==> src/rtl/append_then_insertion_sort_unit_assert.svh <==
// Assertion macros for the sort unit datapath.
// Needs clk and rst_n in the scope of each use; no other dependencies.
`ifndef APPEND_THEN_INSERTION_SORT_UNIT_ASSERT_SVH
`define APPEND_THEN_INSERTION_SORT_UNIT_ASSERT_SVH
`ifndef SYNTHESIS
`define ATIS_ASSERT(label, ante, cons) \
  label: assert property (@(posedge clk) disable iff (!rst_n) (ante) |-> (cons)) \
    else $error("atis assertion failed");
`define ATIS_ASSERT_NEXT(label, ante, cons) \
  label: assert property (@(posedge clk) disable iff (!rst_n) (ante) |=> (cons)) \
    else $error("atis next-cycle assertion failed");
`else
`define ATIS_ASSERT(label, ante, cons)
`define ATIS_ASSERT_NEXT(label, ante, cons)
`endif
`endif

==> src/rtl/atis_pkg.sv <==
// Package for the append-then-insertion-sort unit: sizes, codes, control word
// and the microcode table. No dependencies.
package atis_pkg;

  localparam int STORE_DEPTH = 32;
  localparam int IDX_W = $clog2(STORE_DEPTH);
  localparam int CNT_W = $clog2(STORE_DEPTH + 1);
  localparam int WORD_W = 32;

  typedef enum logic {
    ACT_APPEND = 1'b0,
    ACT_SORT   = 1'b1
  } action_t;

  typedef enum logic [1:0] {
    ST_DATA  = 2'd0,
    ST_FULL  = 2'd1,
    ST_EMPTY = 2'd2
  } status_t;

  typedef enum logic [3:0] {
    STP_CHK   = 4'd0,
    STP_OUTER = 4'd1,
    STP_LDKEY = 4'd2,
    STP_CMP   = 4'd3,
    STP_PLACE = 4'd4,
    STP_EMIT0 = 4'd5,
    STP_EMIT  = 4'd6,
    STP_EMPTY = 4'd7,
    STP_DONE  = 4'd8
  } step_t;

  typedef enum logic [2:0] {
    CND_NONE,
    CND_ALWAYS,
    CND_CNT_ZERO,
    CND_I_GE_CNT,
    CND_STOP,
    CND_LAST
  } cond_t;

  typedef enum logic [1:0] {
    IOP_KEEP,
    IOP_ONE,
    IOP_ZERO,
    IOP_INC
  } iop_t;

  typedef enum logic [1:0] {
    POP_KEEP,
    POP_LOAD_I,
    POP_DEC
  } pop_t;

  typedef enum logic [1:0] {
    WR_NONE,
    WR_SHIFT,
    WR_KEY
  } wrop_t;

  typedef enum logic [2:0] {
    RA_I,
    RA_I_M1,
    RA_I_P1,
    RA_POS_M2,
    RA_ZERO
  } rasel_t;

  typedef enum logic [1:0] {
    EM_NONE,
    EM_DATA,
    EM_EMPTY
  } emit_t;

  typedef struct packed {
    cond_t  cond;
    step_t  target;
    logic   hold;
    iop_t   i_op;
    pop_t   pos_op;
    logic   key_ld;
    wrop_t  wr_op;
    rasel_t ra_sel;
    emit_t  emit;
    logic   done;
  } ucw_t;

  typedef struct packed {
    logic cnt_zero;
    logic i_ge_cnt;
    logic stop;
    logic last;
  } flags_t;

  localparam ucw_t UC_NOP = '{
    cond: CND_NONE, target: STP_DONE, hold: 1'b0, i_op: IOP_KEEP, pos_op: POP_KEEP,
    key_ld: 1'b0, wr_op: WR_NONE, ra_sel: RA_I, emit: EM_NONE, done: 1'b0
  };

  function automatic ucw_t ucode(input step_t step);
    ucw_t w;
    w = UC_NOP;
    unique case (step)
      STP_CHK: begin
        w.cond = CND_CNT_ZERO;
        w.target = STP_EMPTY;
        w.i_op = IOP_ONE;
      end
      STP_OUTER: begin
        w.cond = CND_I_GE_CNT;
        w.target = STP_EMIT0;
        w.ra_sel = RA_I;
      end
      STP_LDKEY: begin
        w.key_ld = 1'b1;
        w.pos_op = POP_LOAD_I;
        w.ra_sel = RA_I_M1;
      end
      STP_CMP: begin
        w.cond = CND_STOP;
        w.target = STP_PLACE;
        w.hold = 1'b1;
        w.wr_op = WR_SHIFT;
        w.pos_op = POP_DEC;
        w.ra_sel = RA_POS_M2;
      end
      STP_PLACE: begin
        w.cond = CND_ALWAYS;
        w.target = STP_OUTER;
        w.wr_op = WR_KEY;
        w.i_op = IOP_INC;
      end
      STP_EMIT0: begin
        w.i_op = IOP_ZERO;
        w.ra_sel = RA_ZERO;
      end
      STP_EMIT: begin
        w.cond = CND_LAST;
        w.target = STP_DONE;
        w.hold = 1'b1;
        w.emit = EM_DATA;
        w.i_op = IOP_INC;
        w.ra_sel = RA_I_P1;
      end
      STP_EMPTY: begin
        w.cond = CND_ALWAYS;
        w.target = STP_DONE;
        w.emit = EM_EMPTY;
      end
      STP_DONE: begin
        w.done = 1'b1;
      end
      default: begin
        w.done = 1'b1;
      end
    endcase
    return w;
  endfunction

endpackage

==> src/rtl/atis_ram.sv <==
// Generic single-write, single-read RAM with registered read data.
// No dependencies.
module atis_ram #(
  parameter int WIDTH = 32,
  parameter int DEPTH = 32
) (
  input  logic                     clk,
  input  logic                     we,
  input  logic [$clog2(DEPTH)-1:0] waddr,
  input  logic [WIDTH-1:0]         wdata,
  input  logic [$clog2(DEPTH)-1:0] raddr,
  output logic [WIDTH-1:0]         rdata
);

  logic [WIDTH-1:0] mem_r [DEPTH];
  logic [WIDTH-1:0] rdata_r;

  always_ff @(posedge clk) begin
    if (we) begin
      mem_r[waddr] <= wdata;
    end
    rdata_r <= mem_r[raddr];
  end

  assign rdata = rdata_r;

endmodule

==> src/rtl/atis_seq.sv <==
// Microcode sequencer: step counter, control store lookup and jump logic.
// Depends on atis_pkg.
module atis_seq (
  input  logic            clk,
  input  logic            rst_n,
  input  logic            go,
  input  atis_pkg::flags_t flags,
  output atis_pkg::ucw_t  ctrl,
  output logic            take,
  output logic            running
);
  import atis_pkg::*;

  step_t step_r, step_nxt;
  logic  running_r, running_nxt;
  ucw_t  w;

  assign w = running_r ? ucode(step_r) : UC_NOP;

  always_comb begin
    unique case (w.cond)
      CND_NONE:     take = 1'b0;
      CND_ALWAYS:   take = 1'b1;
      CND_CNT_ZERO: take = flags.cnt_zero;
      CND_I_GE_CNT: take = flags.i_ge_cnt;
      CND_STOP:     take = flags.stop;
      CND_LAST:     take = flags.last;
      default:      take = 1'b0;
    endcase
  end

  always_comb begin
    step_nxt = step_r;
    running_nxt = running_r;
    if (running_r) begin
      if (w.done) begin
        running_nxt = 1'b0;
      end else if (take) begin
        step_nxt = w.target;
      end else if (!w.hold) begin
        step_nxt = step_t'(step_r + 4'd1);
      end
    end else if (go) begin
      running_nxt = 1'b1;
      step_nxt = STP_CHK;
    end
  end

  always_ff @(posedge clk) begin
    if (!rst_n) begin
      step_r <= STP_CHK;
      running_r <= 1'b0;
    end else begin
      step_r <= step_nxt;
      running_r <= running_nxt;
    end
  end

  assign ctrl = w;
  assign running = running_r;

endmodule

==> src/rtl/atis_dp.sv <==
// Datapath: word store RAM, count, index, position and key registers, and
// the registered result port. Depends on atis_pkg, atis_ram and the assert header.
`include "append_then_insertion_sort_unit_assert.svh"
module atis_dp (
  input  logic                            clk,
  input  logic                            rst_n,
  input  logic                            app,
  input  logic signed [atis_pkg::WORD_W-1:0] app_value,
  input  atis_pkg::ucw_t                  ctrl,
  input  logic                            take,
  output atis_pkg::flags_t                flags,
  output logic                            out_valid,
  output logic signed [atis_pkg::WORD_W-1:0] out_sorted_word,
  output logic                            out_is_last,
  output logic [1:0]                      out_status
);
  import atis_pkg::*;

  logic [CNT_W-1:0] count_r, count_nxt;
  logic [CNT_W-1:0] i_r, i_nxt;
  logic [CNT_W-1:0] pos_r, pos_nxt;
  logic signed [WORD_W-1:0] key_r, key_nxt;
  logic signed [WORD_W-1:0] rdata;
  logic [CNT_W-1:0] ra_full;
  logic [IDX_W-1:0] waddr;
  logic [WORD_W-1:0] wdata;
  logic we;
  logic moving;
  logic app_ok, app_full;
  logic valid_r, valid_nxt;
  logic signed [WORD_W-1:0] word_r, word_nxt;
  logic last_r, last_nxt;
  status_t status_r, status_nxt;

  assign app_ok = app && (count_r < CNT_W'(STORE_DEPTH));
  assign app_full = app && !app_ok;
  assign moving = (ctrl.wr_op == WR_SHIFT) && !take;

  assign flags.cnt_zero = (count_r == '0);
  assign flags.i_ge_cnt = (i_r >= count_r);
  assign flags.stop = (pos_r == '0) || !(key_r < rdata);
  assign flags.last = (CNT_W'(i_r + 1'b1) == count_r);

  always_comb begin
    unique case (ctrl.ra_sel)
      RA_I:      ra_full = i_r;
      RA_I_M1:   ra_full = CNT_W'(i_r - 1'b1);
      RA_I_P1:   ra_full = CNT_W'(i_r + 1'b1);
      RA_POS_M2: ra_full = CNT_W'(pos_r - 2'd2);
      RA_ZERO:   ra_full = '0;
      default:   ra_full = '0;
    endcase
  end

  always_comb begin
    we = 1'b0;
    waddr = pos_r[IDX_W-1:0];
    wdata = rdata;
    if (app_ok) begin
      we = 1'b1;
      waddr = count_r[IDX_W-1:0];
      wdata = app_value;
    end else if (moving) begin
      we = 1'b1;
    end else if (ctrl.wr_op == WR_KEY) begin
      we = 1'b1;
      wdata = key_r;
    end
  end

  atis_ram #(.WIDTH(WORD_W), .DEPTH(STORE_DEPTH)) u_ram (
    .clk   (clk),
    .we    (we),
    .waddr (waddr),
    .wdata (wdata),
    .raddr (ra_full[IDX_W-1:0]),
    .rdata (rdata)
  );

  always_comb begin
    count_nxt = app_ok ? CNT_W'(count_r + 1'b1) : count_r;
    unique case (ctrl.i_op)
      IOP_KEEP: i_nxt = i_r;
      IOP_ONE:  i_nxt = CNT_W'(1);
      IOP_ZERO: i_nxt = '0;
      IOP_INC:  i_nxt = CNT_W'(i_r + 1'b1);
      default:  i_nxt = i_r;
    endcase
    pos_nxt = pos_r;
    if (ctrl.pos_op == POP_LOAD_I) begin
      pos_nxt = i_r;
    end else if (ctrl.pos_op == POP_DEC && moving) begin
      pos_nxt = CNT_W'(pos_r - 1'b1);
    end
    key_nxt = ctrl.key_ld ? rdata : key_r;
  end

  always_comb begin
    valid_nxt = 1'b0;
    word_nxt = '0;
    last_nxt = 1'b1;
    status_nxt = ST_DATA;
    if (ctrl.emit == EM_DATA) begin
      valid_nxt = 1'b1;
      word_nxt = rdata;
      last_nxt = take;
    end else if (ctrl.emit == EM_EMPTY) begin
      valid_nxt = 1'b1;
      status_nxt = ST_EMPTY;
    end else if (app_full) begin
      valid_nxt = 1'b1;
      status_nxt = ST_FULL;
    end
  end

  always_ff @(posedge clk) begin
    if (!rst_n) begin
      count_r <= '0;
      valid_r <= 1'b0;
    end else begin
      count_r <= count_nxt;
      valid_r <= valid_nxt;
    end
  end

  always_ff @(posedge clk) begin
    i_r <= i_nxt;
    pos_r <= pos_nxt;
    key_r <= key_nxt;
    word_r <= word_nxt;
    last_r <= last_nxt;
    status_r <= status_nxt;
  end

  assign out_valid = valid_r;
  assign out_sorted_word = word_r;
  assign out_is_last = last_r;
  assign out_status = status_r;

  `ATIS_ASSERT(a_count_bound, 1'b1, count_r <= CNT_W'(STORE_DEPTH))
  `ATIS_ASSERT_NEXT(a_append_counts, app_ok, count_r == CNT_W'($past(count_r) + 1'b1))
  `ATIS_ASSERT(a_status_is_last, valid_r && (status_r != ST_DATA), last_r && (word_r == '0))
  `ATIS_ASSERT(a_no_write_clash, app, ctrl.wr_op == WR_NONE)

endmodule

==> src/rtl/append_then_insertion_sort_unit.sv <==
// Append-then-insertion-sort unit. A word with in_action 0 is appended in the cycle it is
// taken (busy stays low); appending to a full store of 32 words gives one overflow result
// on the next cycle. A word with in_action 1 raises busy while a microcoded sequencer runs
// a stable insertion sort over the two-port store and then streams the words out, one
// per cycle, with the last one marked. The sort makes one compare-and-shift step for
// each inversion among the stored words. Results appear on out_valid for exactly
// one cycle and cannot be held off. Depends on atis_pkg, atis_seq and atis_dp.
module append_then_insertion_sort_unit (
  input  logic                               clk,
  input  logic                               rst_n,
  input  logic                               start,
  output logic                               busy,
  input  logic                               in_action,
  input  logic signed [atis_pkg::WORD_W-1:0] in_value,
  output logic                               out_valid,
  output logic signed [atis_pkg::WORD_W-1:0] out_sorted_word,
  output logic                               out_is_last,
  output logic [1:0]                         out_status
);
  import atis_pkg::*;

  ucw_t   ctrl;
  flags_t flags;
  logic   take;
  logic   running;
  logic   accept;

  assign accept = start && !running;

  atis_seq u_seq (
    .clk     (clk),
    .rst_n   (rst_n),
    .go      (accept && (in_action == ACT_SORT)),
    .flags   (flags),
    .ctrl    (ctrl),
    .take    (take),
    .running (running)
  );

  atis_dp u_dp (
    .clk             (clk),
    .rst_n           (rst_n),
    .app             (accept && (in_action == ACT_APPEND)),
    .app_value       (in_value),
    .ctrl            (ctrl),
    .take            (take),
    .flags           (flags),
    .out_valid       (out_valid),
    .out_sorted_word (out_sorted_word),
    .out_is_last     (out_is_last),
    .out_status      (out_status)
  );

  assign busy = running;

endmodule
==> config.mk <==
export PLATFORM = sky130hd
export DESIGN_NAME = append_then_insertion_sort_unit
export DESIGN_NICKNAME = d
export VERILOG_FILES = /design/src/rtl/atis_pkg.sv /design/src/rtl/atis_ram.sv /design/src/rtl/atis_seq.sv /design/src/rtl/atis_dp.sv /design/src/rtl/append_then_insertion_sort_unit.sv
export VERILOG_INCLUDE_DIRS = /design/src /design/src/rtl
export SDC_FILE = /design/constraint.sdc
export NUM_CORES = 2
export LEC_CHECK = 0
export BUFFER_PORTS_ARGS = -buffer_cell sky130_fd_sc_hd__buf_2
export CORE_MARGIN = 5
export CORE_UTILIZATION = 59
export CTS_CLUSTER_DIAMETER = 40
export DETAILED_ROUTE_END_ITERATION = 8
export GPL_TIMING_DRIVEN = 1
export PLACE_DENSITY = 0.75
export SLEW_MARGIN = 20
export SYNTH_ARGS = -nofsm -noshare
export SYNTH_HDL_FRONTEND = slang
export SYNTH_HIERARCHICAL = 1
export SYNTH_SLANG_ARGS = --single-unit
==> constraint.sdc <==
create_clock -name clk -period 6.38 [get_ports clk]
set_clock_uncertainty 0.15 [all_clocks]
set_input_delay 0.638 -clock clk [delete_from_list [all_inputs] [get_ports clk]]
set_output_delay 0.638 -clock clk [all_outputs]
set_load 0.05 [all_outputs]
Word level (Yosys, flattened, before mapping) --
Memory sizes are Yosys's and may differ from the RTL's. A register that Yosys moved wholly into a read port is not among the register bits. Index checks and enable logic that the tools add are counted.
Word-level totals: register bits after elaboration 91, bits in latches 0, bits in writable memories 1024, bits in read-only memories 0, output and inout bits 37, memories 1
Memories:
- u_dp.u_ram.mem_r | depth 32, width 32, rd ports 1, clocked after memory_dff 1, write ports 1, RTL line atis_ram.sv:15 | logic [WIDTH-1:0] mem_r [DEPTH];
Cells by class: $add $sub $neg 6, $mul 0, divide/modulo/power cells 0, order comparisons 3, equal/unequal tests 27, shift-type cells 0, muxes and demuxes 37, bitwise logic cells 1, reductions and logical operators 24
Operator list (number):
- $mux 32 | 3
- $pmux 7 s6 | 1
- $lt 32x32->1 | 1
- $mux 21 | 1
- $mux 4 | 5
- $pmux 5 s4 | 1
- $pmux 6 s3 | 1
- $eq 4x3->1 const B | 4
- $mux 1 | 15
- $add 6x1->6 const B | 2
- $eq 3x2->1 const B | 4
- $logic_not 6->1 | 2
- $mux 6 | 2
- $pmux 2 s2 | 3
- $pmux 3 s4 | 1
- $eq 2x2->1 const B | 5
- $eq 2x1->1 const B | 4
- $eq 4x2->1 const B | 2
- $reduce_or 8->1 | 1
- $logic_and 1x1->1 | 7
- $eq 3x1->1 const B | 2
- $eq 3x3->1 const B | 2
- $eq 6x6->1 | 1
- $ge 6x6->1 | 1
- other kinds (21) | 27

Logic depth before layout (Yosys ltp) --
word-level depth 12, depth in mapped cells 18

Cells and area by module --
Netlist, hierarchy kept.
Modules (own cells, without submodules):
- atis_ram | instances 1, cells an instance 2260, area each 40485.1 um^2, seq. area each 31390.1 um^2
- atis_dp | instances 1, cells an instance 545, area each 4857.2 um^2, seq. area each 2162.1 um^2
- atis_seq | instances 1, cells an instance 100, area each 774.5 um^2, seq. area each 100.1 um^2
- append_then_insertion_sort_unit | instances 1, cells an instance 2, area each 21.3 um^2, seq. area each 0.0 um^2

Worst setup path after synthesis --
No wires, ideal clock.
path type register to register, from reg u_dp.key_r[15], to mem u_dp.u_ram.mem_r[12][0] (enable), setup time 0.421 ns, data arrival time 5.040 ns, required time 5.809 ns, path slack 0.769 ns, cell stages (with the launch flop) 16, buffers on the path 1, clock period less this slack 5.611 ns, path through edfxtp_1 -> ha_1 -> nand4_1 -> or4_1 -> nor4_1 -> or3_1 -> a31o_1 -> mux2_4 -> a311oi_4 -> or2_2 -> inv_1 -> or3b_1 -> nand2_1 -> or3b_2 -> clkbuf_1 -> nor2_1
RTL lines:
- start, declared | RTL line atis_dp.sv:22 | logic signed [WORD_W-1:0] key_r, key_nxt;
- start signal, assigned | RTL line atis_dp.sv:129 | key_r <= key_nxt;
- end, declared | RTL line atis_ram.sv:15

==> metrics.txt <==
Worst-path clk slew=0.06 ns; Crit path top cell by count=inv_1; Final ANT Viol Nets=0; RSZ-0062 raised after global routing=false; Cells after Synth=2,901; worst skew pair latency=0.71 ns; hold_buf cts=0; Initial Utilization=0.595; TritonRoute pass-1 iters=5; Slowest-stage cell, CP=or3b_2; H-tree Lvls=4; Crit path arrival time=6.00 ns; Via density=6.33; dpl hpwl=70.0 mm; flop-to-flop setup slack=0.64 ns; CTS Sinks=1,147; HP Start=in_action; placer congestion estimate=0.887; kind of end point of the critical path=flip-flop; share of cells above drive strength 1=0.149; critical path cell sequence=inv_1 -> ha_1 -> nand4_1 -> or4_1 -> nor4_1 -> or3_1 -> a31o_1 -> mux2_4 -> a311oi_4 -> or2_2 -> inv_1 -> or3b_1 -> nand2_1 -> or3b_2 -> nor2_4 -> buf_12; port bufs=72; core area=0.0775 mm2; CTS tree=built; worst reg2reg path startpoint=u_dp/u_ram/rdata[15]; Worst EP required=6.64 ns; grt ovf=0; Nets=3,136; r2r endpoint=u_dp/u_ram/mem_r[24][6]; gr usage total=0.272; Routed WL=115 mm; synthesized area=0.0461 mm2; placed insts=3,954; crit path from=u_dp/u_ram/rdata[15]; Critical Path Start Type=flip-flop; via count=26,533; number of setup buffers added after CTS=0; largest net degree at the start of global routing=64; initial antenna violation count=3; root buffer cell=clkbuf_16; vias in the first global route=26,096; Hold Crit Class=primary input to flip-flop; Ys Warns=6; post-CTS sizing=0; Die Footprint=0.0838 mm2; Synth Net Count=2,988; Slew Limit Fails=0; drt drc=0; IR drop worst, VDD=272 uV; Rows=102; DR WL/cell=27.4 um; syn_area_per_cell=15.9 um2; hold path depth=3; leakage=20.2 nW; delay of the slowest critical-path stage=0.75 ns; fmax=0.174 GHz; I/O Pins=73; # setup viols final=0; CP Class=flip-flop to flip-flop; power per cell area=333 mW/mm2; period utilization=0.900; Max Fanout on Critical Path=18; post-route insts no fill=4,190; hold endpoint=u_dp/out_status[0]; die width=290 um; Setup TNS=0 ns; Slew HR=0.213; MaxCap Viol Count=0; R2R depth=16; Worst Max-Slew Pin Slew=1.18 ns; clock buffer depth=3; worst slack, placed=0.707 ns; final count of hold timing violations=0; worst setup margin=0.636 ns; CTS Buf Count=132; first-pass GRT wire length=168 mm; status=complete, no violations; Layout area overhead=14.8%; final worst path period need=5.74 ns; chip height=290 um; initial DRC count=3,077
## per-stage QoR
stage | area, um2 | utilization | power, mW | hold slack (ns)
2_1_floorplan | 46100 | - | 9.49 | 0.272
4_1_cts | 52900 | 0.683 | 17.6 | 0.0954
3_5_place_dp | 48500 | 0.626 | 10.1 | 0.287
5_1_grt | 52900 | 0.683 | 18.1 | 0.114
3_3_place_gp | 48500 | 0.626 | 10.1 | 0.279
6_report | 52900 | 0.683 | 17.6 | 0.134
## metal layers
metal  up-vias  share of wire  global-route usage
met5         -        0.00024                   0
met4         4          0.032              0.0899
met3       219           0.11              0.0553
li1      11497              -                   -
met1     13342           0.38               0.378
met2      1471           0.48               0.440
## cell usage in the layout (no fill, tap or decap), drive strengths merged, types with 16 or more instances in the layout
cell	count
edfxtp	1068
buf	174
and2	39
dfxtp	79
a22oi	96
mux2i	516
clkbuf	160
nand3	110
a21oi	148
o21ai	53
nor3	43
ha	51
nor2	100
nand2	162
a22o	64
a31oi	34
xnor2	16
inv	66
clkinv	38
## worst max-delay path, delay by kind of cell (launching register included)
family / cells / cell delay (ns)
AOI/OAI and AO/OA: 2 / 0.55
adders and majority gates: 1 / 0.32
buffers and inverters: 3 / 0.37
DFF: 1 / 0.36
muxes: 1 / 0.33
and+or+nand+nor: 9 / 3.35
## power by group
group	total, mW	internal [mW]	switching, mW
registers	8.61	8.56	0.0415
clock network	7.61	4.66	2.96
logic	1.38	0.345	1.04
total	17.6	13.6	4.04
## layout make-up
cell class	instances	area [um2]
multi-input combinational	1539	11900
inverter	55	206
tap	1040	1300
antenna	1	2.50
clock buffer	160	3610
sequential	1147	33700
clock inverter	74	843
fill	4895	24500
timing repair buffer	174	1460
## worst max path at each step
stage	end	slack (ns)	depth (start not counted)
2_1_floorplan	u_dp/u_ram/mem_r[12][0]	0.77	15
3_3_place_gp	u_dp/u_ram/mem_r[24][3]	0.83	15
3_5_place_dp	u_dp/u_ram/mem_r[24][3]	0.71	15
4_1_cts	u_dp/u_ram/mem_r[24][6]	0.66	16
5_1_grt	u_dp/u_ram/mem_r[24][4]	0.38	15
6_report	u_dp/u_ram/mem_r[24][6]	0.64	16
## state kept, by name, indices dropped and copies added, names as in the netlist
signal	count
u_dp/out_is_last	1
u_dp/u_ram/mem_r	1024
u_dp/key_r	32
u_dp/count_r	6
u_seq/running	1
u_seq/step_r	4
u_dp/out_valid	1
u_dp/out_status	2
u_dp/out_sorted_word	32
u_dp/pos_r	6
u_dp/u_ram/rdata	32
u_dp/i_r	6
Note: power is estimated with default switching activity, not from simulation.
